--- src/sv/acsc_pkg.sv ---
// ----------------------------------------------------------------------------
// acsc_pkg
// Shared types and constants of the actuator sample cycle controller.
// ----------------------------------------------------------------------------
`default_nettype none

package acsc_pkg;

    // position counter width and dial scaling ceilings
    localparam int POS_W      = 16;
    localparam int DIAL_W     = 10;
    localparam int SPEED_W    = 8;
    localparam int DIST_W     = 10;
    localparam int TIMER_W    = 10;
    localparam int MAX_SPEED  = 200;
    localparam int MAX_TRAVEL = 950;

    // stream payload widths
    localparam int IN_DATA_W  = 24;
    localparam int OUT_DATA_W = 40;

    // configuration port
    localparam int CFG_ADDR_W = 2;
    localparam int CFG_DATA_W = 10;

    // register indexes
    localparam logic [CFG_ADDR_W-1:0] REG_RET_FLOOR      = 2'd0;
    localparam logic [CFG_ADDR_W-1:0] REG_HOME_THRESHOLD = 2'd1;
    localparam logic [CFG_ADDR_W-1:0] REG_RETREAT_DUTY   = 2'd2;
    localparam logic [CFG_ADDR_W-1:0] REG_PAUSE_TICKS    = 2'd3;

    // register reset values
    localparam logic [DIST_W-1:0]  RET_FLOOR_RST      = 10'd10;
    localparam logic [DIST_W-1:0]  HOME_THRESHOLD_RST = 10'd5;
    localparam logic [SPEED_W-1:0] RETREAT_DUTY_RST   = 8'd70;
    localparam logic [TIMER_W-1:0] PAUSE_TICKS_RST    = 10'd500;

    // led codes
    localparam logic [2:0] LED_BLINK_OFF = 3'b000;
    localparam logic [2:0] LED_GREEN     = 3'b001;
    localparam logic [2:0] LED_BLINK_ON  = 3'b001;
    localparam logic [2:0] LED_YELLOW    = 3'b010;
    localparam logic [2:0] LED_WAIT      = 3'b100;

    typedef enum logic [2:0] {
        MODE_IDLE    = 3'd0,
        MODE_FWD     = 3'd1,
        MODE_RET     = 3'd2,
        MODE_PAUSE   = 3'd3,
        MODE_RETREAT = 3'd4,
        MODE_WAIT    = 3'd5
    } t_mode;

    typedef struct packed {
        logic [DIST_W-1:0]  ret_floor;
        logic [DIST_W-1:0]  home_threshold;
        logic [SPEED_W-1:0] retreat_duty;
        logic [TIMER_W-1:0] pause_ticks;
    } t_cfg;

    typedef struct packed {
        logic              enc_rise;
        logic              enc_b_level;
        logic              estop_press;
        logic              sample_press;
        logic [DIAL_W-1:0] speed_dial;
        logic [DIAL_W-1:0] distance_dial;
    } t_tick;

    typedef struct packed {
        logic [7:0]       pwm_right;
        logic [7:0]       pwm_left;
        logic [2:0]       led_code;
        logic [2:0]       mode_code;
        logic [POS_W-1:0] position;
    } t_result;

endpackage

`default_nettype wire

--- src/sv/actuator_sample_cycle_controller_unit.sv ---
// ----------------------------------------------------------------------------
// actuator_sample_cycle_controller_unit
// Sample-arm motor controller: one tick item in, one status result out.
//
// channel   dir  handshake            payload
// s_axis    in   tvalid / tready      tick: encoder, buttons, two dials
// m_axis    out  tvalid / tready      pwm duties, led, mode, position
// cfg       in   we (no wait)         addr selects one of four registers
//
// The input register takes the item at the transfer edge; one pass of the step
// logic fills the result register when the input stage advances.
// One item per cycle is sustained unless the result stalls; the step logic
// and state update once per item. A stalled result holds both stages, input
// is still taken while the input register is free. Reset is synchronous; it
// clears the valid flags and the controller state and reloads the register
// defaults.
// ----------------------------------------------------------------------------
`default_nettype none

module actuator_sample_cycle_controller_unit
    import acsc_pkg::*;
(
    input  wire logic                  i_clk,
    input  wire logic                  i_rst_n,
    // fields from bit 0: enc_rise, enc_b_level, estop_press, sample_press,
    // speed_dial[9:0], distance_dial[9:0]
    input  wire logic                  i_s_axis_tvalid,
    output logic                       o_s_axis_tready,
    input  wire logic [IN_DATA_W-1:0]  i_s_axis_tdata,
    // fields from bit 0: pwm_right[7:0], pwm_left[7:0], led_code[2:0],
    // mode_code[2:0], position[15:0], two zero pad bits
    output logic                       o_m_axis_tvalid,
    input  wire logic                  i_m_axis_tready,
    output logic [OUT_DATA_W-1:0]      o_m_axis_tdata,
    input  wire logic                  i_cfg_we,
    input  wire logic [CFG_ADDR_W-1:0] i_cfg_addr,
    input  wire logic [CFG_DATA_W-1:0] i_cfg_wdata
);

    t_cfg                  r_cfg;
    logic                  r_in_valid;
    logic [IN_DATA_W-1:0]  r_in_data;
    logic                  r_out_valid;
    t_result               r_out;
    t_tick                 tick;
    t_result               step_result;
    logic                  advance;
    logic                  in_xfer;

    // configuration writes
    always_ff @(posedge i_clk) begin
        if (!i_rst_n) begin
            r_cfg.ret_floor      <= RET_FLOOR_RST;
            r_cfg.home_threshold <= HOME_THRESHOLD_RST;
            r_cfg.retreat_duty   <= RETREAT_DUTY_RST;
            r_cfg.pause_ticks    <= PAUSE_TICKS_RST;
        end else if (i_cfg_we) begin
            unique case (i_cfg_addr)
                REG_RET_FLOOR:      r_cfg.ret_floor      <= i_cfg_wdata[DIST_W-1:0];
                REG_HOME_THRESHOLD: r_cfg.home_threshold <= i_cfg_wdata[DIST_W-1:0];
                REG_RETREAT_DUTY:   r_cfg.retreat_duty   <= i_cfg_wdata[SPEED_W-1:0];
                REG_PAUSE_TICKS:    r_cfg.pause_ticks    <= i_cfg_wdata[TIMER_W-1:0];
                default: ;
            endcase
        end
    end

    // handshake: the input stage moves when the result stage is free
    assign advance         = r_in_valid && (!r_out_valid || i_m_axis_tready);
    assign o_s_axis_tready = !r_in_valid || advance;
    assign in_xfer         = i_s_axis_tvalid && o_s_axis_tready;

    // input register
    always_ff @(posedge i_clk) begin
        if (!i_rst_n) begin
            r_in_valid <= 1'b0;
        end else begin
            r_in_valid <= in_xfer || (r_in_valid && !advance);
        end
    end

    always_ff @(posedge i_clk) begin
        if (in_xfer) begin
            r_in_data <= i_s_axis_tdata;
        end
    end

    // unpack the tick
    always_comb begin
        tick.enc_rise      = r_in_data[0];
        tick.enc_b_level   = r_in_data[1];
        tick.estop_press   = r_in_data[2];
        tick.sample_press  = r_in_data[3];
        tick.speed_dial    = r_in_data[4 +: DIAL_W];
        tick.distance_dial = r_in_data[4 + DIAL_W +: DIAL_W];
    end

    acsc_step u_step (
        .i_clk    (i_clk),
        .i_rst_n  (i_rst_n),
        .i_en     (advance),
        .i_tick   (tick),
        .i_cfg    (r_cfg),
        .o_result (step_result)
    );

    // result register
    always_ff @(posedge i_clk) begin
        if (!i_rst_n) begin
            r_out_valid <= 1'b0;
        end else begin
            r_out_valid <= advance || (r_out_valid && !i_m_axis_tready);
        end
    end

    always_ff @(posedge i_clk) begin
        if (advance) begin
            r_out <= step_result;
        end
    end

    assign o_m_axis_tvalid = r_out_valid;
    assign o_m_axis_tdata  = {2'b00, r_out.position, r_out.mode_code, r_out.led_code,
                              r_out.pwm_left, r_out.pwm_right};

`ifndef SYNTH
    // the motor is never driven both ways at once
    a_pwm_exclusive: assert property (@(posedge i_clk) disable iff (!i_rst_n)
        r_out_valid |-> (r_out.pwm_right == 8'd0 || r_out.pwm_left == 8'd0))
        else $error("both pwm outputs active");

    // forward duty only in forward mode
    a_fwd_only: assert property (@(posedge i_clk) disable iff (!i_rst_n)
        (r_out_valid && r_out.mode_code != MODE_FWD) |-> r_out.pwm_right == 8'd0)
        else $error("forward pwm outside forward mode");

    // an item leaving the input stage lands in the result register
    a_advance_lands: assert property (@(posedge i_clk) disable iff (!i_rst_n)
        advance |=> r_out_valid)
        else $error("result lost after advance");

    // a waiting result blocks the input stage from moving
    a_no_overrun: assert property (@(posedge i_clk) disable iff (!i_rst_n)
        (r_out_valid && !i_m_axis_tready) |-> !advance)
        else $error("input stage moved over a stalled result");
`endif

endmodule

`default_nettype wire

--- src/sv/acsc_scale.sv ---
// ----------------------------------------------------------------------------
// acsc_scale
// Scales the raw dial readings to speed and travel by floor(x*max/1023).
// ----------------------------------------------------------------------------
`default_nettype none

module acsc_scale
    import acsc_pkg::*;
(
    input  wire logic [DIAL_W-1:0]  i_speed_dial,
    input  wire logic [DIAL_W-1:0]  i_distance_dial,
    output logic      [SPEED_W-1:0] o_speed,
    output logic      [DIST_W-1:0]  o_distance
);

    localparam int SPD_PROD_W  = 18;
    localparam int DIST_PROD_W = 20;

    logic [SPD_PROD_W-1:0]  spd_prod;
    logic [SPD_PROD_W-1:0]  spd_sum;
    logic [DIST_PROD_W-1:0] dist_prod;
    logic [DIST_PROD_W-1:0] dist_sum;

    // divide by 1023 as (p + p/1024 + 1) / 1024, exact for these ranges
    always_comb begin
        spd_prod   = SPD_PROD_W'(i_speed_dial) * SPD_PROD_W'(MAX_SPEED);
        spd_sum    = spd_prod + (spd_prod >> DIAL_W) + SPD_PROD_W'(1);
        o_speed    = spd_sum[DIAL_W +: SPEED_W];
        dist_prod  = DIST_PROD_W'(i_distance_dial) * DIST_PROD_W'(MAX_TRAVEL);
        dist_sum   = dist_prod + (dist_prod >> DIAL_W) + DIST_PROD_W'(1);
        o_distance = dist_sum[DIAL_W +: DIST_W];
    end

endmodule

`default_nettype wire

--- src/sv/acsc_step.sv ---
// ----------------------------------------------------------------------------
// acsc_step
// Controller state and the per-tick mode, position and timer update.
// ----------------------------------------------------------------------------
`default_nettype none

module acsc_step
    import acsc_pkg::*;
(
    input  wire logic    i_clk,
    input  wire logic    i_rst_n,
    input  wire logic    i_en,
    input  wire t_tick   i_tick,
    input  wire t_cfg    i_cfg,
    output t_result      o_result
);

    t_mode                     r_mode,  n_mode;
    logic signed [POS_W-1:0]   r_pos,   n_pos;
    logic [SPEED_W-1:0]        r_speed, n_speed;
    logic [DIST_W-1:0]         r_dist,  n_dist;
    logic [TIMER_W-1:0]        r_timer, n_timer;
    logic                      r_blink, n_blink;

    logic [SPEED_W-1:0]        scaled_speed;
    logic [DIST_W-1:0]         scaled_dist;
    logic [TIMER_W-1:0]        timer_inc;
    logic [7:0]                pwm_r;
    logic [7:0]                pwm_l;
    logic [2:0]                led;

    acsc_scale u_scale (
        .i_speed_dial    (i_tick.speed_dial),
        .i_distance_dial (i_tick.distance_dial),
        .o_speed         (scaled_speed),
        .o_distance      (scaled_dist)
    );

    // next state for one tick
    always_comb begin
        n_mode    = r_mode;
        n_timer   = r_timer;
        n_blink   = r_blink;
        n_speed   = r_speed;
        n_dist    = r_dist;
        timer_inc = r_timer + TIMER_W'(1);
        pwm_r     = '0;
        pwm_l     = '0;
        led       = LED_GREEN;

        // encoder count, wraps
        n_pos = r_pos;
        if (i_tick.enc_rise) begin
            n_pos = i_tick.enc_b_level ? r_pos + POS_W'(1) : r_pos - POS_W'(1);
        end

        // dials tracked while idle
        if (r_mode == MODE_IDLE) begin
            n_speed = scaled_speed;
            n_dist  = scaled_dist;
        end

        // e-stop first
        if (i_tick.estop_press) begin
            unique case (r_mode) inside
                MODE_IDLE: n_mode = MODE_WAIT;
                MODE_WAIT: n_mode = MODE_IDLE;
                MODE_FWD, MODE_RET: begin
                    n_mode  = MODE_PAUSE;
                    n_timer = '0;
                end
                default: ;
            endcase
        end

        // sample press only starts from idle
        if (i_tick.sample_press && n_mode == MODE_IDLE) begin
            n_mode = MODE_FWD;
        end

        // mode's own step when no button moved it
        if (n_mode == r_mode) begin
            unique case (r_mode)
                MODE_FWD: begin
                    if (n_pos > $signed(POS_W'(r_dist))) n_mode = MODE_RET;
                end
                MODE_RET: begin
                    if (n_pos < $signed(POS_W'(i_cfg.ret_floor))) n_mode = MODE_IDLE;
                end
                MODE_PAUSE: begin
                    if (r_timer >= i_cfg.pause_ticks) begin
                        n_mode  = MODE_RETREAT;
                        n_timer = '0;
                        n_blink = 1'b0;
                    end else begin
                        n_timer = timer_inc;
                    end
                end
                MODE_RETREAT: begin
                    if (n_pos <= $signed(POS_W'(i_cfg.home_threshold))) begin
                        n_mode = MODE_WAIT;
                    end else if (timer_inc >= i_cfg.pause_ticks) begin
                        n_timer = '0;
                        n_blink = ~r_blink;
                    end else begin
                        n_timer = timer_inc;
                    end
                end
                default: ;
            endcase
        end

        // outputs follow the mode at the end of the tick
        unique case (n_mode)
            MODE_FWD: begin
                pwm_r = n_speed;
                led   = LED_YELLOW;
            end
            MODE_RET: begin
                pwm_l = n_speed;
                led   = LED_YELLOW;
            end
            MODE_PAUSE:   led = LED_YELLOW;
            MODE_RETREAT: begin
                pwm_l = i_cfg.retreat_duty;
                led   = n_blink ? LED_BLINK_ON : LED_BLINK_OFF;
            end
            MODE_WAIT:    led = LED_WAIT;
            default:      led = LED_GREEN;
        endcase

        o_result.pwm_right = pwm_r;
        o_result.pwm_left  = pwm_l;
        o_result.led_code  = led;
        o_result.mode_code = n_mode;
        o_result.position  = n_pos;
    end

    // state registers
    always_ff @(posedge i_clk) begin
        if (!i_rst_n) begin
            r_mode  <= MODE_IDLE;
            r_pos   <= '0;
            r_speed <= '0;
            r_dist  <= '0;
            r_timer <= '0;
            r_blink <= 1'b0;
        end else if (i_en) begin
            r_mode  <= n_mode;
            r_pos   <= n_pos;
            r_speed <= n_speed;
            r_dist  <= n_dist;
            r_timer <= n_timer;
            r_blink <= n_blink;
        end
    end

endmodule

`default_nettype wire

--- config.mk ---
export PLATFORM = sky130hd
export DESIGN_NAME = actuator_sample_cycle_controller_unit
export DESIGN_NICKNAME = d
export VERILOG_FILES = /design/src/sv/acsc_pkg.sv /design/src/sv/actuator_sample_cycle_controller_unit.sv /design/src/sv/acsc_scale.sv /design/src/sv/acsc_step.sv
export SDC_FILE = /design/constraint.sdc
export NUM_CORES = 1
export LEC_CHECK = 0
export BUFFER_PORTS_ARGS = -buffer_cell sky130_fd_sc_hd__buf_4
export CELL_PAD_IN_SITES_DETAIL_PLACEMENT = 0
export CELL_PAD_IN_SITES_GLOBAL_PLACEMENT = 1
export CORE_MARGIN = 2
export CORE_UTILIZATION = 48
export CTS_CLUSTER_DIAMETER = 50
export DETAILED_ROUTE_END_ITERATION = 10
export GPL_TIMING_DRIVEN = 0
export MAX_ROUTING_LAYER = met4
export PLACE_DENSITY = 0.88
export RECOVER_POWER = 50
export SYNTH_ARGS = -nofsm -noshare
export SYNTH_HDL_FRONTEND = slang
export SYNTH_HIERARCHICAL = 1
export SYNTH_SLANG_ARGS = --single-unit
--- constraint.sdc ---
create_clock -name i_clk -period 6.46 [get_ports i_clk]
set_clock_uncertainty 0.15 [all_clocks]
set_input_delay 0.323 -clock i_clk [delete_from_list [all_inputs] [get_ports i_clk]]
set_output_delay 0.323 -clock i_clk [all_outputs]
set_load 0.03 [all_outputs]
# ---- Yosys cells after proc, flatten, opt, wreduce, memory -nomap -nowiden
# Cells that the tools add are included.
dict set report totals {
  input_bits 41
  output_inout_bits 42
  mem_bits_ro 0
  reg_bits 150
  wordCells 97
  latchBits 0
  ramBits 0
  mem_count 0
}
dict set report op_classes {
  n_div 0
  addsub 7
  magnitude_cmp 5
  mul 2
  reduce_logical 23
  mux 27
  n_eq_ne 14
  bitwise_logic 1
  n_shift 0
}
# cell n
set op_table {}
lappend op_table {{$mux W10} 6}
lappend op_table {{$mux W16} 2}
lappend op_table {{$mux W3} 7}
lappend op_table {{$add A20 B1 Y20 const B} 1}
lappend op_table {{$add A20 B10 Y20} 1}
lappend op_table {{$ge A10 B10 Y1} 2}
lappend op_table {{$pmux W10 S2} 1}
lappend op_table {{$mul A10 B9 Y19 const B} 1}
lappend op_table {{$add A18 B1 Y18 const B} 1}
lappend op_table {{$add A18 B8 Y18} 1}
lappend op_table {{$pmux W3 S3} 2}
lappend op_table {{$add A16 B2 Y16 const B} 1}
lappend op_table {{$gt A16 B11 Y1} 1}
lappend op_table {{$le A16 B11 Y1} 1}
lappend op_table {{$lt A16 B11 Y1} 1}
lappend op_table {{$pmux W8 S2} 1}
lappend op_table {{$sub A16 B2 Y16 const B} 1}
lappend op_table {{$mul A10 B5 Y15 const B} 1}
lappend op_table {{$eq A3 B2 Y1 const B} 4}
lappend op_table {{$eq A3 B3 Y1 const B} 4}
lappend op_table {{$pmux W3 S4} 1}
lappend op_table {{$add A10 B1 Y10 const B} 1}
lappend op_table {{$reduce_and A2 Y1} 5}
lappend op_table {{$mux W8} 1}
lappend op_table {{other kinds (14)} 31}

# ---- Longest topological paths before layout
# Gate-level depths: netlist (run 1).
dict set report logic_depth {
  word_depth 13
  mapped_depth 25
  mapped_depth_nobuf 24
}

# ---- Modules after synthesis
# The synthesis (run 1) kept the hierarchy.
# mod cells_per_inst seq_area_each_um2 area_each_um2 n_inst
set modules_own_cells {}
lappend modules_own_cells {acsc_step 638 960.9 4818.4 1}
lappend modules_own_cells {acsc_scale 452 0.0 3905.0 1}
lappend modules_own_cells {actuator_sample_cycle_controller_unit 226 2662.6 3489.6 1}

# ---- Worst setup path after synthesis (run 1)
# OpenSTA, ideal clock, no wires.
dict set report synth_timing {
  kind {reg2reg}
  start {reg r_in_data[17]}
  end {reg u_step.r_dist[2]}
  t_arrival_ns 5.687
  slack_ns 0.553
  stages_incl_launch_ff 26
  required_time_ns 6.239
  n_path_buf 1
  path_cell_list {edfxtp_1 > inv_1 > fa_1 > fa_1 > inv_1 > fa_1 > inv_1 > fa_1 > inv_1 > ha_1 > clkbuf_1 > nand3_1 > and3b_2 > nor3_2 > o21a_1 > o21bai_1 > a21oi_1 > xnor2_1 > ha_1 > a211o_1 > a311o_1 > and3_1 > nand2_1 > xnor2_1 > nand2_1 > a21oi_1}
}
dict set report synth_between {
  elab_chain_len 3
}
# item line
set synth_lines {}
lappend synth_lines {{start, declared} actuator_sample_cycle_controller_unit.sv:42} ;# logic [IN_DATA_W-1:0] r_in_data;
lappend synth_lines {{start signal, assigned} actuator_sample_cycle_controller_unit.sv:84} ;# r_in_data <= i_s_axis_tdata;
lappend synth_lines {{$mul A10 B9 Y19} acsc_scale.sv:29} ;# dist_prod = DIST_PROD_W'(i_distance_dial) * DIST_PROD_W'(MAX_TRAVEL);
lappend synth_lines {{$add A20 B10 Y20} acsc_scale.sv:30} ;# dist_sum = dist_prod + (dist_prod >> DIAL_W) + DIST_PROD_W'(1);
lappend synth_lines {{$add A20 B1 Y20} acsc_scale.sv:30}
lappend synth_lines {{via u_step.scaled_dist[2]} acsc_step.sv:26} ;# logic [DIST_W-1:0] scaled_dist;
lappend synth_lines {{end signal, assigned} acsc_step.sv:152} ;# r_dist <= n_dist;
lappend synth_lines {{end, declared} acsc_step.sv:21} ;# logic [DIST_W-1:0] r_dist, n_dist;
# The timed path passes the listed nets, and every way through them passes these cells.
# A chain may end at the register's enable or synchronous reset.

# ---- Worst setup path in the final report (run 1)
dict set report layout_timing {
  start {reg r_in_data[16]}
  end {reg u_step.r_dist[2]}
}
# Same word-level chain as after synthesis.

==> summary.md, run 1 <==
| Metric | Value |
|---|---|
| Crit path arrival time | `roughly 6.3 ns` |
| Cells on worst reg2reg path | `24` |
| Final Power | `5.312 mW` |
| Lkg Pwr | `6.310 nW` |
| Mux contribution to synthesized area | `under 10%` |
| Die outline area | `around 27000 µm²` |
| Yosys top cell by area | `ha_1` |
| First-pass GRT wire length | `about 46000 µm` |
| CP dominant cell by count | `fa_1` |
| Wire per inst | `between 15 and 20 µm` |
| Diode count | `0` |
| Largest family of logic cells by synthesized area | `adder cells` |
| Vias in the first global route | `around 9400` |
| Worst relative slew slack | `about 1.6%` |
| Fillers | `approximately 2300` |
| Starting Density | `approximately 49%` |
| Synth Area in Adders | `23.44%` |
| Final Util | `56.05%` |
| Synth Area in Compound Gates | `15.35%` |
| Num rows | `58` |
| Flop and latch count out of synthesis | `150` |
| Tmin final | `6.098 ns` |
| Final HPWL DP | `22450 µm` |
| Final setup fails | `0` |
| CTS root buf | `clkbuf_16` |
| Final hold slack | `-0.006749 ns` |
| All-Layer GR Usage | `around 22%` |
| Post-synthesis simple-gate area fraction | `around 15%` |
| Slowest stage delay, CP | `0.53 ns` |
| GR Overflow Total | `0` |
| WP buf/inv | `4` |
| Synthesized area | `around 12000 µm²` |
| Slowest stage cell on the critical path | `fa_1` |
| Outcome | `complete, but fails checks` |
| Hold Path Origin | `i_s_axis_tvalid` |
| CP top delay family | `adder cells` |
| CTS Buf Count | `17` |
| # H-tree levels | `4` |
| Synth top area share | `between 10% and 20%` |
| TritonCTS clock tree | `built` |
| Final nets | `around 1700` |
| Max cap viols | `0` |
| Max Transition Viols Final | `0` |
| Fin. Hold Viols | `1` |
| Die width | `between 150 and 200 µm` |
| Post-synthesis async set-or-reset flop share | `0%` |
| Post-synthesis xor/xnor area fraction | `4.057%` |
| Synthesized area per cell | `just over 9 µm²` |
| Setup TNS | `0 ns` |
| Max Fclk | `~160 MHz` |
| Reg-to-reg startpoint | `r_in_data[16]` |
| Register area share after synthesis | `a little under 30%` |
| Clk buf depth | `2` |
| Crit Path Category | `reg2reg` |
| Commonest cells post-synth | `172 x inv_1, 160 x ha_1, 144 x nand2_1` |
| Initial antenna violation count | `0` |
| Vias per cell | `approximately 5.4` |
| Post-Route WL | `28850 µm` |
| R2R Setup Slk | `between 0.3 and 0.4 ns` |
| Largest net degree at the start of global routing | `23` |
| RSZ-0062 raised after global routing | `yes` |
| Worst-path clk slew | `0.07 ns` |
| Hold Path Depth | `3` |
| Initial drt markers | `608` |
| Reg-to-reg endpoint | `u_step/r_dist[2]` |
| Number of synthesized flops with an enable pin | `62` |
| Yosys warnings | `6` |
| Hold EP | `r_in_valid` |
| Maximum vdd ir drop | `0.2669 mV` |
| Port buffer count | `79` |
| Worst EP required | `6.66 ns` |
| Final ANT Viol Nets | `0` |
| Worst Hold Class | `in2reg` |
| CP Depth | `24` |
| Worst-skew pair later-pin latency | `approximately 0.43 ns` |
| Ys flop type | `dfxtp_1` |
| Worst Setup End Kind | `flip-flop` |
| TritonRoute pass-1 iters | `6` |
| Actual slew at the worst max-slew pin | `roughly 1.5 ns` |
| Clock sinks | `150` |
| Area growth from synthesis to layout | `15.24%` |
| Top Ports | `83` |
| Routability cong. | `approximately 0.9` |
| Failing checks | `negative hold slack` |
| Largest cells by area after synthesis | `ha_1 16%, edfxtp_1 15%, dfxtp_1 14%, fa_1 7.0%, inv_1 5.3%` |
| Core Region | `25110 µm²` |
| Most frequent cell after synthesis | `inv_1` |
| Die Height | `roughly 160 µm` |
| Fin crit share | `between 90% and 100%` |
| DRC | `0` |
| Worst Path Max Fanout | `7` |
| Synth unique cells | `97` |
| Startpoint types | `flip-flop` |
| DR vias | `approximately 9600` |
| Syn Inst Count | `~1300` |
| Critical-path cell list | `inv_2 > fa_1 > fa_1 > inv_1 > fa_1 > inv_1 > fa_1 > inv_1 > ha_2 > nand3_1 > and3b_2 > nor3_4 > o21a_2 > o21bai_1 > a21oi_2 > xnor2_2 > ha_4 > a211o_1 > a311o_1 > and3_1 > nand2_1 > xnor2_1 > nand2_1 > a21oi_1` |
| Layout cells sized above 1 | `11.46%` |
| PwrDens | `approximately 380 nW/µm²` |
==> worst min-delay path: cells and delay by family <==
kind | cells | cell delay [ns]
compound gates | 1 | 0.10
buf+inv | 2 | 0.11
==> sequential cells by signal, indices dropped and copies added (netlist names) <==
name             cells
u_step/r_dist       10
r_cfg               38
u_step/r_mode        3
r_in_valid           1
o_m_axis_tdata      38
u_step/r_speed       8
u_step/r_pos        16
u_step/r_timer      10
u_step/r_blink       1
r_in_data           24
o_m_axis_tvalid      1
==> where the power goes <==
| part | leakage, nW | switching, mW | internal [mW] |
|---|---|---|---|
| Sequential | 1.31 | 0.0439 | 1.07 |
| Clock | 0.285 | 0.443 | 0.549 |
| Combinational | 4.71 | 1.83 | 1.38 |
==> worst max-delay path by stage <==
stage                             endpoint           from
final                     u_step/r_dist[2]  r_in_data[16]
after global routing      u_step/r_dist[4]  r_in_data[16]
after CTS                 u_step/r_dist[1]  r_in_data[14]
after detailed placement  u_step/r_dist[1]  r_in_data[16]
after global placement    u_step/r_dist[1]  r_in_data[17]
after floorplan           u_step/r_dist[2]  r_in_data[17]
==> stage by stage <==
stage	worst slack, ns	cells	cell area, µm²
final	0.3623	1787	14070
after floorplan	0.5529	1317	12220
after CTS	0.03774	1784	14120
after detailed placement	-0.1025	1728	13290
after global routing	-0.002839	1787	14070
after global placement	-0.02549	1726	13220
==> cell families (layout without fill, tap and decap cells) <==
kind of cell	count (synthesis)	count (layout)
and+or+nand+nor	364	364
AOI/OAI and AO/OA	261	261
buffers and inverters	221	361
adders and majority gates	203	203
DFF	150	150
muxes	61	61
xor gates and xnor gates	55	55
other	1	2
==> area by class of cell <==
class | count | area (µm²) | area share, %
multi-input combinational | 946 | 7844 | 55.73
clock buffer | 19 | 475.5 | 3.378
timing repair buffer | 110 | 748.2 | 5.316
inverter | 175 | 659.4 | 4.685
tap | 330 | 412.9 | 2.934
sequential | 150 | 3623 | 25.74
clock inverter | 13 | 105.1 | 0.7467
buffer | 44 | 206.4 | 1.467
==> what timing repair did <==
item,4_1_cts,5_1_grt
hold buffers,24,0
setup endpoints to repair,6,13
buffers inserted,1,4
endpoints found under the hold margin,24,0
gates resized for setup,1,30
pin swaps,0,7
==> cells in the final DEF, fill, tap and decap left out, drive strengths merged, types with 15 or more instances in the layout <==
master and n:
a211oi 16, a21o 24, a21oi 87, buf 39, clkbuf 110, dfxtp 88
dlygate4sd3 24, edfxtp 62, fa 43, ha 160, inv 182, mux2i 48
nand2 144, nand3 42, nor2 70, nor2b 20, o211ai 15, o21ai 32
xnor2 31, xor2 23
==> routing by layer <==
layer	vias up	global-route usage, %	routed length (µm)
met5	-	-	0
met3	20	2.844	1218
met4	0	4.386	303
li1	4862	-	-
met1	4539	29.22	13430
met2	202	37.84	13890
Power figures use the tool's default switching activity.
==> inputs of run 2 (changes only) <==
--- a/config.mk
+++ b/config.mk
@@ -8,7 +8,6 @@
 export BUFFER_PORTS_ARGS = -buffer_cell sky130_fd_sc_hd__buf_4
 export CELL_PAD_IN_SITES_DETAIL_PLACEMENT = 0
 export CELL_PAD_IN_SITES_GLOBAL_PLACEMENT = 1
-export CORE_MARGIN = 2
 export CORE_UTILIZATION = 48
 export CTS_CLUSTER_DIAMETER = 50
 export DETAILED_ROUTE_END_ITERATION = 10
@@ -16,6 +15,7 @@
 export MAX_ROUTING_LAYER = met4
 export PLACE_DENSITY = 0.88
 export RECOVER_POWER = 50
+export SETUP_SLACK_MARGIN = 0.4
 export SYNTH_ARGS = -nofsm -noshare
 export SYNTH_HDL_FRONTEND = slang
 export SYNTH_HIERARCHICAL = 1
==> constraint.sdc (replaced) <==
create_clock -name i_clk -period 6.46 [get_ports i_clk]
set_clock_uncertainty 0.15 [all_clocks]
set_input_delay 0.323 -clock i_clk [delete_from_list [all_inputs] [get_ports i_clk]]
set_output_delay 0.323 -clock i_clk [all_outputs]
set_load 0.1 [all_outputs]
==> run 2 against run 1 <==
Effect of this change:
- the flow still finishes with violations (negative hold slack)
- die area down 2.4%
- final cell count up 2.5%
- sequential share of layout area down 1.2 points
- register-to-register slack better by 0.12 ns
- critical path depth up 1
- flip-flop and latch count unchanged
- final area up 4.8%
- power up 16%
==> summary.md, run 2 (synthesis gave the netlist of run 1 again) <==
| Metric | Value |
|---|---|
| Outcome | `complete, but fails checks (unchanged)` |
| Failing checks | `negative hold slack (unchanged)` |
| P_sw | `2.680 mW (was 2.314 mW)` |
| Sw frac | `43.45% (was 43.56%)` |
| Lkg Pwr | `6.599 nW (was 6.310 nW)` |
| Crit Path Category | `reg2reg (unchanged)` |
| Routability cong. | `0.9009 (was 0.9026)` |
| # H-tree levels | `4 (unchanged)` |
| All-Layer GR Usage | `23.57% (was 22.46%)` |
| Met3 wire length | `1107 µm (was 1218 µm)` |
| Pint | `3.488 mW (was 2.998 mW)` |
| Vias in the first global route | `9697 (was 9409)` |
| TritonCTS clock tree | `built (unchanged)` |
| DR vias | `9876 (was 9623)` |
| Area growth from synthesis to layout | `20.81% (was 15.24%)` |
| Sequential power share | `18.0% (was 20.9%)` |
| Worst-path clk slew | `0.07 ns (about the same)` |
| Top sig layer | `met4 (unchanged)` |
| Fin. Hold Viols | `1 (unchanged)` |
| WL met2 | `14600 µm (was 13890 µm)` |
| Tmin final | `5.974 ns (was 6.098 ns)` |
| Initial drt markers | `641 (was 608)` |
| Clock power share | `16.7% (was 18.7%)` |
| Worst Setup End Kind | `flip-flop (unchanged)` |
| Post-Route WL | `29630 µm (was 28850 µm)` |
| Fin crit share | `92.48% (was 94.39%)` |
| Die Height | `161.5 µm (was 163.5 µm)` |
| Worst Hold Class | `in2reg (unchanged)` |
| Clock sinks | `150 (unchanged)` |
| Wire per inst | `16.18 µm (was 16.14 µm)` |
| Max Transition Viols Final | `0 (unchanged)` |
| Max Fclk | `167.4 MHz (was 164.0 MHz)` |
| PwrDens | `418.1 nW/µm² (was 377.4 nW/µm²)` |
| DRC | `0 (unchanged)` |
| Core Region | `25040 µm² (was 25110 µm²)` |
| Worst Path Max Fanout | `6 (was 7)` |
| Die width | `161.5 µm (was 163.5 µm)` |
| Startpoint types | `flip-flop (unchanged)` |
| Largest net degree at the start of global routing | `23 (unchanged)` |
| Crit path arrival time | `6.18 ns (was 6.30 ns)` |
| Commonest non-fill, non-tap cells in the layout | `158 x inv_1, 147 x ha_1, 142 x nand2_1, 88 x dfxtp_1, 79 x a21oi_1 (was 169 x inv_1, 154 x ha_1, 144 x nand2_1, 88 x dfxtp_1, 84 x a21oi_1)` |
| Final Power | `6.168 mW (was 5.312 mW)` |
| CTS Buf Count | `17 (unchanged)` |
| Worst-skew pair later-pin latency | `0.43 ns (about the same)` |
| Maximum vdd ir drop | `0.3817 mV (was 0.2669 mV)` |
| Actual slew at the worst max-slew pin | `1.453 ns (was 1.476 ns)` |
| Final setup fails | `0 (unchanged)` |
| TritonRoute pass-1 iters | `5 (was 6)` |
| Port buffer count | `79 (unchanged)` |
| Final HPWL DP | `22400 µm (was 22450 µm)` |
| RSZ-0062 raised after global routing | `yes (unchanged)` |
| Diode count | `0 (unchanged)` |
| Layout cells sized above 1 | `17.46% (was 11.46%)` |
| Final nets | `1732 (was 1688)` |
| First-pass GRT wire length | `47400 µm (was 46350 µm)` |
| Commonest non-fill, non-tap cell in the layout | `inv_1 (unchanged)` |
| Max cap viols | `0 (unchanged)` |
| Final hold slack | `-0.003685 ns (was -0.006749 ns)` |
| WL met1 | `13630 µm (was 13430 µm)` |
| Initial antenna violation count | `0 (unchanged)` |
| Worst relative slew slack | `3.128% (was 1.591%)` |
| GR Overflow Total | `0 (unchanged)` |
| Clk buf depth | `2 (unchanged)` |
| Worst EP required | `6.66 ns (about the same)` |
| Starting Density | `48.78% (was 48.64%)` |
| Num rows | `58 (unchanged)` |
| Final ANT Viol Nets | `0 (unchanged)` |
| CTS root buf | `clkbuf_16 (unchanged)` |
| Vias per cell | `5.394 (was 5.385)` |
| Top Ports | `83 (unchanged)` |
| Die outline area | `26090 µm² (was 26740 µm²)` |
| Combinational group share of total power | `65.4% (was 60.4%)` |
[run 2: power by group through the flow]
| stage | logic, mW | registers (mW) | clock network, mW |
|---|---|---|---|
| floorplan | 2.35 | 1.24 | 0 |
| global placement | 3.00 | 1.13 | 0 |
| finish | 4.03 | 1.11 | 1.03 |
| global route | 4.40 | 1.12 | 1.08 |
| CTS | 3.42 | 1.11 | 1.05 |
| detailed placement | 3.06 | 1.13 | 0 |
[run 2: stage by stage]
stage | setup TNS, ns | area [µm²] | instances | util (%) | worst slack (ns)
finish | 0 | 14750 | 1831 | 58.93 | 0.4858
global route | 0 | 14750 | 1831 | 58.93 | 0.3238
CTS | 0 | 14410 | 1799 | 57.57 | 0.3977
detailed placement | -0.3663 | 13290 | 1728 | 53.08 | -0.1358
global placement | -0.03047 | 13220 | 1726 | 52.81 | -0.03047
floorplan | 0 | 12220 | 1317 | - | 0.5529
[run 2: critical path, stage by stage (launching register included)]
cell and delay (ns):
edfxtp_1 0.50, buf_4 0.19, inv_1 0.06, ha_2 0.31, fa_1 0.54, inv_1 0.05
fa_1 0.47, inv_1 0.05, fa_1 0.52, inv_2 0.05, ha_4 0.30, nand3_4 0.08
and3b_2 0.28, nor3_4 0.05, o21a_1 0.21, o21bai_1 0.19, a21oi_2 0.10, xnor2_2 0.25
ha_4 0.26, a211o_1 0.32, a311o_1 0.38, and3_1 0.18, nand2_1 0.07, xnor2_1 0.11
nand2_1 0.08, a21oi_1 0.16
[run 2: final timing paths]
path / from / to / slack (ns) / depth (start not counted)
max reg2reg: r_in_data[22] / u_step/r_dist[2] / 0.49 / 25
max: r_in_data[22] / u_step/r_dist[2] / 0.49 / 25
min reg2reg: r_cfg[32] / r_cfg[32] / 0.31 / 2
min: i_s_axis_tvalid / r_in_valid / -0.004 / 3
[run 2: timing repair]
action                                  CTS  global route
pin swaps                                14            56
endpoints found under the hold margin    24             0
hold buffers                             24             0
resized for setup                        35            66
gates cloned                              0             0
setup buffers                            15            32
endpoints found under the setup margin   14            14
[run 2: layout make-up]
type / instances / area (µm²)
Timing Repair Buffer: 152 / 1079
Fill cell: 2143 / 10280
Multi-Input combinational cell: 946 / 8110
Sequential cell: 150 / 3623
Clock buffer: 21 / 514.2
Tap cell: 330 / 412.9
Inverter: 175 / 659.4
Clock inverter: 11 / 96.34
Buffer: 46 / 259.0
[run 2: routing by layer]
layer  vias up  GRT usage (%)
li1       4960              -
met1      4682          29.44
met2       211          40.46
met3        23          3.338
met4         0          4.889
met5         -              -
